===== config.mk =====
export PLATFORM = sky130hd
export DESIGN_NAME = sliding_window_reorder_receiver_flat
export DESIGN_NICKNAME = d
export VERILOG_FILES = /design/src/rtl/core/swr_pkg.sv /design/src/rtl/core/swr_if.sv /design/src/rtl/core/sliding_window_reorder_receiver.sv /design/src/flat_wrapper.sv
export VERILOG_INCLUDE_DIRS = /design/src /design/src/rtl/core
export SDC_FILE = /design/constraint.sdc
export NUM_CORES = 1
export LEC_CHECK = 0
export BUFFER_PORTS_ARGS = -buffer_cell sky130_fd_sc_hd__buf_2
export CAP_MARGIN = 20
export CORE_MARGIN = 4
export CORE_UTILIZATION = 55
export CTS_CLUSTER_DIAMETER = 50
export DETAILED_ROUTE_END_ITERATION = 8
export GPL_TIMING_DRIVEN = 0
export MAX_ROUTING_LAYER = met4
export PLACE_DENSITY_LB_ADDON = 0.1
export SYNTH_ARGS = -nofsm -noshare
export SYNTH_HDL_FRONTEND = slang
export SYNTH_SLANG_ARGS = --single-unit

===== constraint.sdc =====
create_clock -name clk -period 7.3 [get_ports clk]
set_input_delay 0.365 -clock clk [delete_from_list [all_inputs] [get_ports clk]]
set_output_delay 0.365 -clock clk [all_outputs]
set_load 0.01 [all_outputs]

===== src/rtl/core/assert_macros.svh =====
// ----------------------------------------------------------------------------
// Assertion macros
// Concurrent assertion shorthands; they compile away under SYNTHESIS.
// ----------------------------------------------------------------------------
`ifndef ASSERT_MACROS_SVH
`define ASSERT_MACROS_SVH
`ifndef SYNTHESIS
`define SWR_ASSERT_IMPLY(lbl, ck, rs, ante, cons, msg) \
  lbl: assert property (@(posedge ck) disable iff (rs) (ante) |-> (cons)) \
    else $error(msg);
`define SWR_ASSERT_NEXT(lbl, ck, rs, ante, cons, msg) \
  lbl: assert property (@(posedge ck) disable iff (rs) (ante) |=> (cons)) \
    else $error(msg);
`else
`define SWR_ASSERT_IMPLY(lbl, ck, rs, ante, cons, msg)
`define SWR_ASSERT_NEXT(lbl, ck, rs, ante, cons, msg)
`endif
`endif


===== src/rtl/core/swr_pkg.sv =====
// ----------------------------------------------------------------------------
// swr_pkg
// Shared types and constants of the sliding-window reorder receiver.
// ----------------------------------------------------------------------------
`default_nettype none

package swr_pkg;

  localparam int MAGIC_W = 32;
  localparam int SEQ_W   = 31;
  localparam int LEN_W   = 11;
  localparam int TAG_W   = 16;
  localparam int NUM_W   = 32;

  typedef enum logic [2:0] {
    ST_IDLE,
    ST_RANGE,
    ST_HIGH,
    ST_DLV,
    ST_WALK,
    ST_ACK
  } state_t;

  localparam logic KIND_DELIVER = 1'b0;
  localparam logic KIND_ACK     = 1'b1;

  // register select is paddr[2]
  localparam logic REG_WINDOW = 1'b0;
  localparam logic REG_MAGIC  = 1'b1;

  localparam logic [4:0]         WINDOW_RESET = 5'd10;
  localparam logic [MAGIC_W-1:0] MAGIC_RESET  = '0;

  typedef struct packed {
    logic [TAG_W-1:0] tag;
    logic [LEN_W-1:0] len;
  } slot_t;

endpackage

`default_nettype wire


===== src/rtl/core/swr_if.sv =====
// ----------------------------------------------------------------------------
// swr_if
// Valid/ready channels for packet descriptors and receiver results.
// ----------------------------------------------------------------------------
`default_nettype none

interface swr_in_if;
  logic                        valid;
  logic                        ready;
  logic [swr_pkg::MAGIC_W-1:0] magic;
  logic [swr_pkg::SEQ_W-1:0]   sequence_req;
  logic [swr_pkg::LEN_W-1:0]   length;
  logic                        eof;
  logic [swr_pkg::TAG_W-1:0]   payload_tag;

  modport source (output valid, magic, sequence_req, length, eof, payload_tag,
                  input ready);
  modport sink (input valid, magic, sequence_req, length, eof, payload_tag,
                output ready);
endinterface

interface swr_out_if;
  logic                             valid;
  logic                             ready;
  logic                             kind;
  logic [swr_pkg::TAG_W-1:0]        out_tag;
  logic [swr_pkg::LEN_W-1:0]        out_length;
  logic signed [swr_pkg::NUM_W-1:0] ack_number;
  logic                             ack_eof;
  logic                             complete;
  logic                             last;

  modport source (output valid, kind, out_tag, out_length, ack_number, ack_eof,
                  complete, last, input ready);
  modport sink (input valid, kind, out_tag, out_length, ack_number, ack_eof,
                complete, last, output ready);
endinterface

`default_nettype wire


===== src/rtl/core/sliding_window_reorder_receiver.sv =====
// ----------------------------------------------------------------------------
// sliding_window_reorder_receiver
// Selective-repeat receiver: window check, reorder ring, delivery walk, ack.
// ----------------------------------------------------------------------------
// Usage:
//   rx carries one packet descriptor per item; tx carries results (in-order
//   deliveries, then at most one cumulative ack), the final one marked last.
//   The APB port sets window_size (0x0) and magic_value (0x4); write it only
//   while no item is in flight.
//   An item is taken in the idle state; then the window is checked, the high
//   mark is updated, each in-order packet is delivered (the held one first,
//   then the walk over the ring) and the ack is settled, in that order.
//   One shared 33-bit subtractor does the window compare, the high-mark
//   compare and the ack number in turn; the reorder ring is read one slot
//   per cycle while tx is not stalled.
//   A dropped item (wrong magic or out of window) yields no result; the
//   block returns from the window check straight to idle.
//   Reset clears next_expected, the high mark and all slot flags; slot
//   contents need no clearing pass.
//   A stalled tx holds the result in the output register and the walk waits;
//   a new item is taken once the walk is done, even with a result pending.
// ----------------------------------------------------------------------------
`default_nettype none
`include "assert_macros.svh"

module sliding_window_reorder_receiver #(
  parameter int WINDOW_MAX = 16,
  parameter int MAX_LEN    = 1500
) (
  input  logic        clk,
  input  logic        rst,
  swr_in_if.sink      rx,
  swr_out_if.source   tx,
  input  logic        psel,
  input  logic        penable,
  input  logic        pwrite,
  input  logic [2:0]  paddr,
  input  logic [31:0] pwdata,
  output logic [31:0] prdata,
  output logic        pready
);

  localparam int IW = (WINDOW_MAX > 1) ? $clog2(WINDOW_MAX) : 1;
  localparam int DW = $clog2(WINDOW_MAX + 1);
  localparam int CW = (DW > 5) ? DW : 5;
  localparam int SW = ((DW > IW) ? DW : IW) + 1;
  localparam int AW = swr_pkg::NUM_W + 1;

  localparam logic [CW-1:0] WIN_CAP  = CW'(WINDOW_MAX);
  localparam logic [DW-1:0] N_MAX    = DW'(WINDOW_MAX);
  localparam logic [SW-1:0] W_SLOT   = SW'(WINDOW_MAX);
  localparam logic [IW-1:0] HEAD_TOP = IW'(WINDOW_MAX - 1);
  localparam logic [15:0]   LEN_CAP  = 16'(MAX_LEN);

  // configuration
  logic [4:0]                  window_size;
  logic [swr_pkg::MAGIC_W-1:0] magic_value;
  logic                        cfg_wr;

  // control state
  swr_pkg::state_t             state, state_next;
  logic [swr_pkg::NUM_W-1:0]   next_expected;
  logic [swr_pkg::NUM_W-1:0]   highest_plus_one;
  logic [IW-1:0]               head, head_next;
  logic [DW-1:0]               n_cnt;
  logic [WINDOW_MAX-1:0]       slot_valid;
  logic                        dlv_req;

  // held item
  logic [swr_pkg::MAGIC_W-1:0] it_magic;
  logic [swr_pkg::SEQ_W-1:0]   it_seq;
  logic [swr_pkg::LEN_W-1:0]   it_len;
  logic                        it_eof;
  logic [swr_pkg::TAG_W-1:0]   it_tag;
  logic [swr_pkg::LEN_W-1:0]   sat_len;

  // reorder ring
  swr_pkg::slot_t              slot_mem [WINDOW_MAX];
  swr_pkg::slot_t              rd_data;

  // shared subtractor
  logic [AW-1:0]               alu_a, alu_b, alu_res;

  logic [CW-1:0]               win_eff;
  logic                        below, above, pass, ahead, at_head;
  logic [SW-1:0]               slot_sum, slot_wrap;
  logic [IW-1:0]               slot_idx;
  logic                        park_we;
  logic                        seq_ge_high;

  logic                        out_free;
  logic [IW-1:0]               head_inc;
  logic [swr_pkg::NUM_W-1:0]   nr_inc;
  logic [DW-1:0]               n_inc;
  logic                        more, gap_open, walk_end, ack_send;
  logic                        emit_dlv, emit_ack;
  logic [swr_pkg::TAG_W-1:0]   dlv_tag;
  logic [swr_pkg::LEN_W-1:0]   dlv_len;

  // ---------------------------------------------------------------- config
  assign pready = 1'b1;
  assign cfg_wr = psel & penable & pwrite & pready;
  assign prdata = (paddr[2] == swr_pkg::REG_WINDOW) ? {27'd0, window_size} : magic_value;

  // ---------------------------------------------------------------- datapath
  always_comb begin
    unique case (state)
      swr_pkg::ST_RANGE: begin
        alu_a = {2'b00, it_seq};
        alu_b = {1'b0, next_expected};
      end
      swr_pkg::ST_HIGH: begin
        alu_a = {2'b00, it_seq};
        alu_b = {1'b0, highest_plus_one};
      end
      default: begin
        alu_a = {1'b0, next_expected};
        alu_b = AW'(1);
      end
    endcase
  end

  assign alu_res = alu_a - alu_b;

  assign win_eff = (CW'(window_size) > WIN_CAP) ? WIN_CAP : CW'(window_size);
  // seq - nr below -1 or at/above the window drops the item
  assign below   = alu_res[AW-1] && (alu_res != {AW{1'b1}});
  assign above   = !alu_res[AW-1] && (alu_res >= AW'(win_eff));
  assign pass    = (it_magic == magic_value) && !below && !above;
  assign at_head = pass && (alu_res == '0);
  assign ahead   = pass && !alu_res[AW-1] && (alu_res != '0);

  // ring slot of an early packet: head plus its distance, wrapped once
  assign slot_sum  = SW'(head) + SW'(alu_res[DW-1:0]);
  assign slot_wrap = (slot_sum >= W_SLOT) ? (slot_sum - W_SLOT) : slot_sum;
  assign slot_idx  = slot_wrap[IW-1:0];
  assign park_we   = (state == swr_pkg::ST_RANGE) && ahead && !slot_valid[slot_idx];

  assign seq_ge_high = !alu_res[AW-1];

  assign sat_len = ({5'd0, rx.length} > LEN_CAP) ? LEN_CAP[swr_pkg::LEN_W-1:0] : rx.length;

  assign out_free = !tx.valid || tx.ready;
  assign head_inc = (head == HEAD_TOP) ? '0 : head + IW'(1);
  assign nr_inc   = next_expected + 32'd1;
  assign n_inc    = n_cnt + DW'(1);
  // peek at the following slot so the final delivery can carry last
  assign more     = (n_inc != N_MAX) && slot_valid[head_inc];
  assign gap_open = it_eof && (highest_plus_one != nr_inc);
  assign walk_end = (n_cnt == N_MAX) || !slot_valid[head];
  assign ack_send = !it_eof || (highest_plus_one == next_expected);

  // ---------------------------------------------------------------- sequencer
  always_comb begin
    state_next = state;
    unique case (state)
      swr_pkg::ST_IDLE:  if (rx.valid) state_next = swr_pkg::ST_RANGE;
      swr_pkg::ST_RANGE: state_next = pass ? swr_pkg::ST_HIGH : swr_pkg::ST_IDLE;
      swr_pkg::ST_HIGH:  state_next = dlv_req ? swr_pkg::ST_DLV : swr_pkg::ST_ACK;
      swr_pkg::ST_DLV:   if (out_free) state_next = swr_pkg::ST_WALK;
      swr_pkg::ST_WALK:  if (walk_end) state_next = swr_pkg::ST_ACK;
      swr_pkg::ST_ACK:   if (!ack_send || out_free) state_next = swr_pkg::ST_IDLE;
      default:           state_next = swr_pkg::ST_IDLE;
    endcase
  end

  always_comb begin
    rx.ready = 1'b0;
    emit_dlv = 1'b0;
    emit_ack = 1'b0;
    dlv_tag  = it_tag;
    dlv_len  = it_len;
    unique case (state)
      swr_pkg::ST_IDLE: rx.ready = 1'b1;
      swr_pkg::ST_DLV:  emit_dlv = out_free;
      swr_pkg::ST_WALK: begin
        emit_dlv = out_free && !walk_end;
        dlv_tag  = rd_data.tag;
        dlv_len  = rd_data.len;
      end
      swr_pkg::ST_ACK:  emit_ack = out_free && ack_send;
      default: ;
    endcase
  end

  assign head_next = emit_dlv ? head_inc : head;

  // ---------------------------------------------------------------- registers
  always_ff @(posedge clk) begin
    if (rst) begin
      state            <= swr_pkg::ST_IDLE;
      window_size      <= swr_pkg::WINDOW_RESET;
      magic_value      <= swr_pkg::MAGIC_RESET;
      next_expected    <= '0;
      highest_plus_one <= '0;
      head             <= '0;
      n_cnt            <= '0;
      slot_valid       <= '0;
      dlv_req          <= 1'b0;
      tx.valid         <= 1'b0;
    end else begin
      state <= state_next;
      head  <= head_next;
      if (cfg_wr) begin
        if (paddr[2] == swr_pkg::REG_WINDOW) begin
          window_size <= pwdata[4:0];
        end else begin
          magic_value <= pwdata;
        end
      end
      if (state == swr_pkg::ST_RANGE) begin
        dlv_req <= at_head;
      end
      if (park_we) begin
        slot_valid[slot_idx] <= 1'b1;
      end
      if (state == swr_pkg::ST_HIGH) begin
        n_cnt <= '0;
        if (seq_ge_high) begin
          highest_plus_one <= {1'b0, it_seq} + 32'd1;
        end
      end
      if (emit_dlv) begin
        next_expected <= nr_inc;
        n_cnt         <= n_inc;
        // free the slot just delivered from the ring
        if (state == swr_pkg::ST_WALK) begin
          slot_valid[head] <= 1'b0;
        end
      end
      if (emit_dlv || emit_ack) begin
        tx.valid <= 1'b1;
      end else if (tx.ready) begin
        tx.valid <= 1'b0;
      end
    end
  end

  always_ff @(posedge clk) begin
    if (rx.valid && rx.ready) begin
      it_magic <= rx.magic;
      it_seq   <= rx.sequence_req;
      it_len   <= sat_len;
      it_eof   <= rx.eof;
      it_tag   <= rx.payload_tag;
    end
  end

  always_ff @(posedge clk) begin
    if (park_we) begin
      slot_mem[slot_idx] <= '{tag: it_tag, len: it_len};
    end
    rd_data <= slot_mem[head_next];
  end

  always_ff @(posedge clk) begin
    if (emit_dlv) begin
      tx.kind       <= swr_pkg::KIND_DELIVER;
      tx.out_tag    <= dlv_tag;
      tx.out_length <= dlv_len;
      tx.ack_number <= '0;
      tx.ack_eof    <= 1'b0;
      tx.complete   <= 1'b0;
      tx.last       <= !more && gap_open;
    end else if (emit_ack) begin
      tx.kind       <= swr_pkg::KIND_ACK;
      tx.out_tag    <= '0;
      tx.out_length <= '0;
      tx.ack_number <= $signed(alu_res[swr_pkg::NUM_W-1:0]);
      tx.ack_eof    <= it_eof;
      tx.complete   <= it_eof;
      tx.last       <= 1'b1;
    end
  end

  // ---------------------------------------------------------------- checks
  `SWR_ASSERT_IMPLY(a_park_off_head, clk, rst, park_we, slot_idx != head, "park hit head slot")
  `SWR_ASSERT_IMPLY(a_head_empty, clk, rst, state == swr_pkg::ST_IDLE, !slot_valid[head], "head slot left valid")
  `SWR_ASSERT_NEXT(a_nr_step, clk, rst, 1'b1, next_expected == $past(next_expected) || next_expected == $past(next_expected) + 32'd1, "next_expected jumped")
  `SWR_ASSERT_NEXT(a_high_mono, clk, rst, 1'b1, highest_plus_one >= $past(highest_plus_one), "high mark fell")

endmodule

`default_nettype wire

===== src/flat_wrapper.sv =====
// flat-port wrapper written by rule: the top's interface ports become plain ports
module sliding_window_reorder_receiver_flat 
#(
  parameter int WINDOW_MAX = 16,
  parameter int MAX_LEN    = 1500
)
  (clk, rst, psel, penable, pwrite, paddr, pwdata, prdata, pready, rx_valid, rx_magic, rx_sequence_req, rx_length, rx_eof, rx_payload_tag, rx_ready, tx_valid, tx_kind, tx_out_tag, tx_out_length, tx_ack_number, tx_ack_eof, tx_complete, tx_last, tx_ready);
  swr_in_if rx_i ();
  swr_out_if tx_i ();
  input  logic clk;
  input  logic rst;
  input  logic psel;
  input  logic penable;
  input  logic pwrite;
  input  logic [2:0] paddr;
  input  logic [31:0] pwdata;
  output logic [31:0] prdata;
  output logic pready;
  input wire logic [$bits(rx_i.valid)-1:0] rx_valid;
  input wire logic [$bits(rx_i.magic)-1:0] rx_magic;
  input wire logic [$bits(rx_i.sequence_req)-1:0] rx_sequence_req;
  input wire logic [$bits(rx_i.length)-1:0] rx_length;
  input wire logic [$bits(rx_i.eof)-1:0] rx_eof;
  input wire logic [$bits(rx_i.payload_tag)-1:0] rx_payload_tag;
  output wire logic [$bits(rx_i.ready)-1:0] rx_ready;
  output wire logic [$bits(tx_i.valid)-1:0] tx_valid;
  output wire logic [$bits(tx_i.kind)-1:0] tx_kind;
  output wire logic [$bits(tx_i.out_tag)-1:0] tx_out_tag;
  output wire logic [$bits(tx_i.out_length)-1:0] tx_out_length;
  output wire logic [$bits(tx_i.ack_number)-1:0] tx_ack_number;
  output wire logic [$bits(tx_i.ack_eof)-1:0] tx_ack_eof;
  output wire logic [$bits(tx_i.complete)-1:0] tx_complete;
  output wire logic [$bits(tx_i.last)-1:0] tx_last;
  input wire logic [$bits(tx_i.ready)-1:0] tx_ready;
  assign rx_i.valid = rx_valid;
  assign rx_i.magic = rx_magic;
  assign rx_i.sequence_req = rx_sequence_req;
  assign rx_i.length = rx_length;
  assign rx_i.eof = rx_eof;
  assign rx_i.payload_tag = rx_payload_tag;
  assign rx_ready = rx_i.ready;
  assign tx_valid = tx_i.valid;
  assign tx_kind = tx_i.kind;
  assign tx_out_tag = tx_i.out_tag;
  assign tx_out_length = tx_i.out_length;
  assign tx_ack_number = tx_i.ack_number;
  assign tx_ack_eof = tx_i.ack_eof;
  assign tx_complete = tx_i.complete;
  assign tx_last = tx_i.last;
  assign tx_i.ready = tx_ready;
  sliding_window_reorder_receiver #(.WINDOW_MAX(WINDOW_MAX), .MAX_LEN(MAX_LEN)) u_core (.clk(clk), .rst(rst), .rx(rx_i), .tx(tx_i), .psel(psel), .penable(penable), .pwrite(pwrite), .paddr(paddr), .pwdata(pwdata), .prdata(prdata), .pready(pready));
endmodule

==> flow_summary.ini <==
[status]
status = finished clean

[global_route]
grt_max_degree = 59
grt.overflow.total = 0
grt_use_total_pct = 30.9
grt_pass1_vias = 24062
antenna_found_initial = 1
grt_pass1_wl_um = 146000

[power_and_ir_drop]
p_seq_share_pct = 48.6
sw_frac_of_total_pct = 23.7
finalPower_mw = 9.61
combPwrFrac_pct = 7.6
vdd_drop_max_v = 0.000198
p_per_area_mw_per_mm2 = 239
power_frac_clock_pct = 43.8
p_leak_nw = 14.6
p_switching_mw = 2.28
p_int_mw = 7.33

[logic_synthesis]
synth_enable_flop_cells = 551
ys.flop_type = edfxtp_1
ys_seq_area_share_pct = 61.4
synth_nets = 2825
synthCells = 2643
async_flop_share_pct = 0
synth-seq-cells = 743
synth_area_mm2 = 0.0332
syn_avg_cell_area_um2 = 12.6
yosys_warnings = 0
synth_cell_types = 92

[worst_setup_path]
endpoint_kind = register
cp-start-kind = register
slowest_delay_ps = 440
cpMostUsedCell = buf_4
cp.required_ps = 7640
path_cells = clkbuf_1 > nor2b_1 > nor2b_1 > clkbuf_2 > nor2_2 > clkbuf_2 > mux2_2 > ha_1 > clkbuf_1 > a21oi_1 > o211ai_1 > a21oi_1 > mux2_2 > or3b_1 > nor4bb_1 > nand4_1 > o32a_2 > clkbuf_8 > nor4_2 > buf_4 > buf_4 > buf_4 > buf_4
regToRegStartpoint = u_core.state[2]
cp_slowest_cell = o32a_2
cp.arrival_ps = 7530
worstPathMaxFanout = 10
crit_type = reg -> reg
startpoint = u_core.state[2]

[finish]
final_cell_area_mm2 = 0.0401
multi_input_comb_area_mm2 = 0.0121
drive_gt1_share_pct = 19.0
seq_area_mm2 = 0.0204
num-nets-final = 3322
instances_no_fill = 3983
syn2layout_area_growth_pct = 20.9
fin_util_pct = 67.6
fillers = 4362

[detailed_routing]
drtIter0Drc = 2067
drc = 0
via_per_inst = 6.07
first_pass_iters = 6
final_antenna_net_count = 0
detail_route.wl_per_cell_um = 24.5
totalWireLength_um = 97600
vias = 24157

[timing]
period_needed_ps = 7200
maxClockFrequency_ghz = 0.139
hold_viol = 0
timing.final.crit_share_pct = 98.6
relSlewSlack_pct = 19.5
rsz0062_at_grt = false
skew_ps = 42.6
worst_slew_pin_slew_ps = 1200
slew_violations = 0
finalSetupViolCount = 0

[die]
rows = 89
die_h_um = 254
start_util_pct = 55.9
coreArea_mm2 = 0.0594
io_pins = 231
die-area_mm2 = 0.0643
die-width_um = 254

[clocking]
cts_tree = yes
h-tree-depth = 3
cts_sinks = 743
cts_buffer_depth = 3
cts_inserted_buffers = 82
clock_latency_ps = 650
cts.clk_slew.worst_paths_ps = 60
cts-root-buf = clkbuf_16

[min_path]
hold_start = rx_length[1]
holdCritPathClass = in -> reg

[place]
dp_hpwl_um = 70000
gp_congestion = 0.936
io_buffers = 225
dpl.cell_count = 3703
placed_area_mm2 = 0.0359

[job]
max_cap_viol_count = 0
-- cell usage in the layout, fill, tap and decap left out, types with 12 or more instances in the layout --
master,synthesis,routed
or3_1,19,19
dfxtp_1,192,192
a21oi_1,181,180
buf_2,25,251
nor2_1,134,133
o21ai_0,71,68
nand2b_1,17,17
a211oi_1,38,38
o21a_1,22,22
mux2_2,35,35
clkbuf_8,6,18
buf_6,6,25
dlygate4sd3_1,0,119
nor4_4,8,15
nor3_1,30,29
and3_1,13,13
a21o_1,12,12
o22ai_1,50,50
buf_4,12,54
and2_1,43,42
mux2i_1,133,133
nor4_1,23,15
nand2_1,301,301
ha_1,47,47
inv_1,27,26
clkbuf_1,96,109
nand4_1,41,41
a22o_1,25,25
xnor2_1,87,87
o21ai_1,18,21
a2111oi_0,24,24
nor2b_1,14,14
mux4_2,42,42
nand3_1,61,61
clkbuf_16,0,84
edfxtp_1,551,551
a22oi_1,33,33
xor2_1,73,73
-- power by group through the flow --
stage          sequential, mW  clock (mW)  combinational [mW]
3_5_place_dp             4.75           0               0.655
4_1_cts                  4.67        4.25               0.716
5_1_grt                  4.67        4.44               0.785
2_1_floorplan            4.73           0               0.416
3_3_place_gp             4.76           0               0.646
6_report                 4.67        4.21               0.733
-- critical path, delay by kind of cell (launching register included) --
kind                     cells  cell delay (ps)
flip-flops                   1              310
multiplexers                 2              760
AO/OA/AOI/OAI                4             1380
AND/OR/NAND/NOR              7             1950
buffers and inverters        9             2180
adder cells (fa/ha/maj)      1              330
-- synthesized netlist by cell type, types with 7 or more instances --
master / number / area (um2)
nor4_4: 8 / 170
o21ai_1: 18 / 90.1
nor4_1: 23 / 144
a22oi_1: 33 / 248
clkbuf_1: 96 / 360
a211o_1: 7 / 61.3
mux2i_1: 133 / 1330
xnor2_1: 87 / 762
a31oi_1: 8 / 50.1
a2111oi_0: 24 / 210
mux2_2: 35 / 394
o211ai_1: 10 / 75.1
inv_1: 27 / 101
nand3_1: 61 / 305
xor2_1: 73 / 639
a21o_1: 12 / 90.1
o22ai_1: 50 / 313
buf_1: 10 / 37.5
mux4_2: 42 / 946
o21a_1: 22 / 165
o21ai_0: 71 / 355
a21oi_1: 181 / 906
a22o_1: 25 / 219
nand2_1: 301 / 1130
a211oi_1: 38 / 285
nand4_1: 41 / 257
ha_1: 47 / 588
and4_1: 8 / 70.1
dfxtp_1: 192 / 3840
nand2b_1: 17 / 106
buf_2: 25 / 125
buf_4: 12 / 90.1
nor3_1: 30 / 150
or3_1: 19 / 119
and2_1: 43 / 269
and3_1: 13 / 81.3
nor2_1: 134 / 503
nor2b_1: 14 / 87.6
edfxtp_1: 551 / 16500
-- path summary, 6_finish.rpt --
kind | to | slack, ps | depth (start not counted)
min reg2reg | u_core.tx.ack_number[7] | 460 | 2
max | u_core.slot_mem[14][19] | 100 | 23
min | u_core.it_len[1] | 40 | 2
max reg2reg | u_core.slot_mem[14][19] | 100 | 23
-- final cells by class --
| type | count | area share (%) |
|---|---|---|
| multi-input cells | 1717 | 30.1 |
| diodes | 1 | 0.00624 |
| repair buffers | 413 | 7.41 |
| clock buffers | 113 | 5.81 |
| clock inverters | 40 | 1.24 |
| inverters | 27 | 0.253 |
| plain buffers | 156 | 1.93 |
| well taps | 773 | 2.41 |
| flip-flops and latches | 743 | 50.8 |
-- stage by stage --
stage	TNS (ps)	hold slack, ps	setup slack, ps
floorplan	-119770	456	-542
global placement	-1492940	448	-5670
detailed placement	-110270	447	-654
CTS	0	6.47	98.2
global route	0	14.0	11.9
finish	0	35.2	102
-- registers in the layout, summed over array words and instances, names as in the netlist, 4 cells and up --
| signal | cells |
|---|---|
| u_core.tx.out_length | 11 |
| u_core.it_len | 11 |
| u_core.tx.out_tag | 16 |
| u_core.tx.ack_number | 32 |
| u_core.head | 4 |
| u_core.next_expected | 32 |
| u_core.slot_valid | 16 |
| u_core.rd_data | 27 |
| u_core.it_seq | 31 |
| u_core.it_tag | 16 |
| u_core.n_cnt | 5 |
| u_core.slot_mem | 432 |
| u_core.magic_value | 32 |
| u_core.it_magic | 32 |
| u_core.highest_plus_one | 32 |
| u_core.window_size | 5 |
-- what timing repair did --
item	4_1_cts	5_1_grt
gates resized for setup	15	7
pin swaps	3	5
setup buffers	3	3
gates cloned	0	0
endpoints found under the setup margin	416	138
endpoints found under the hold margin	124	0
hold buffers	119	0
-- routing by layer --
layer,track usage (%),vias up,wire length [um]
li1,-,10942,-
met1,39.8,11907,39400
met2,50.2,1055,47500
met3,4.44,253,6450
met4,12.2,0,4270
met5,-,-,0
-- cell families (layout without fill, tap and decap cells) --
family | count (synthesis) | count (layout) | share of synthesized area (%)
AND/OR/NAND/NOR | 759 | 759 | 11.4
flip-flops | 743 | 743 | 61.4
AO/OA/AOI/OAI | 536 | 536 | 10.3
multiplexers | 212 | 212 | 8.16
buffers and inverters | 183 | 749 | 2.62
XOR/XNOR | 160 | 160 | 4.22
adder cells (fa/ha/maj) | 49 | 49 | 1.89
other | 1 | 2 | 0.0113
(Power assumes the default switching activity.)
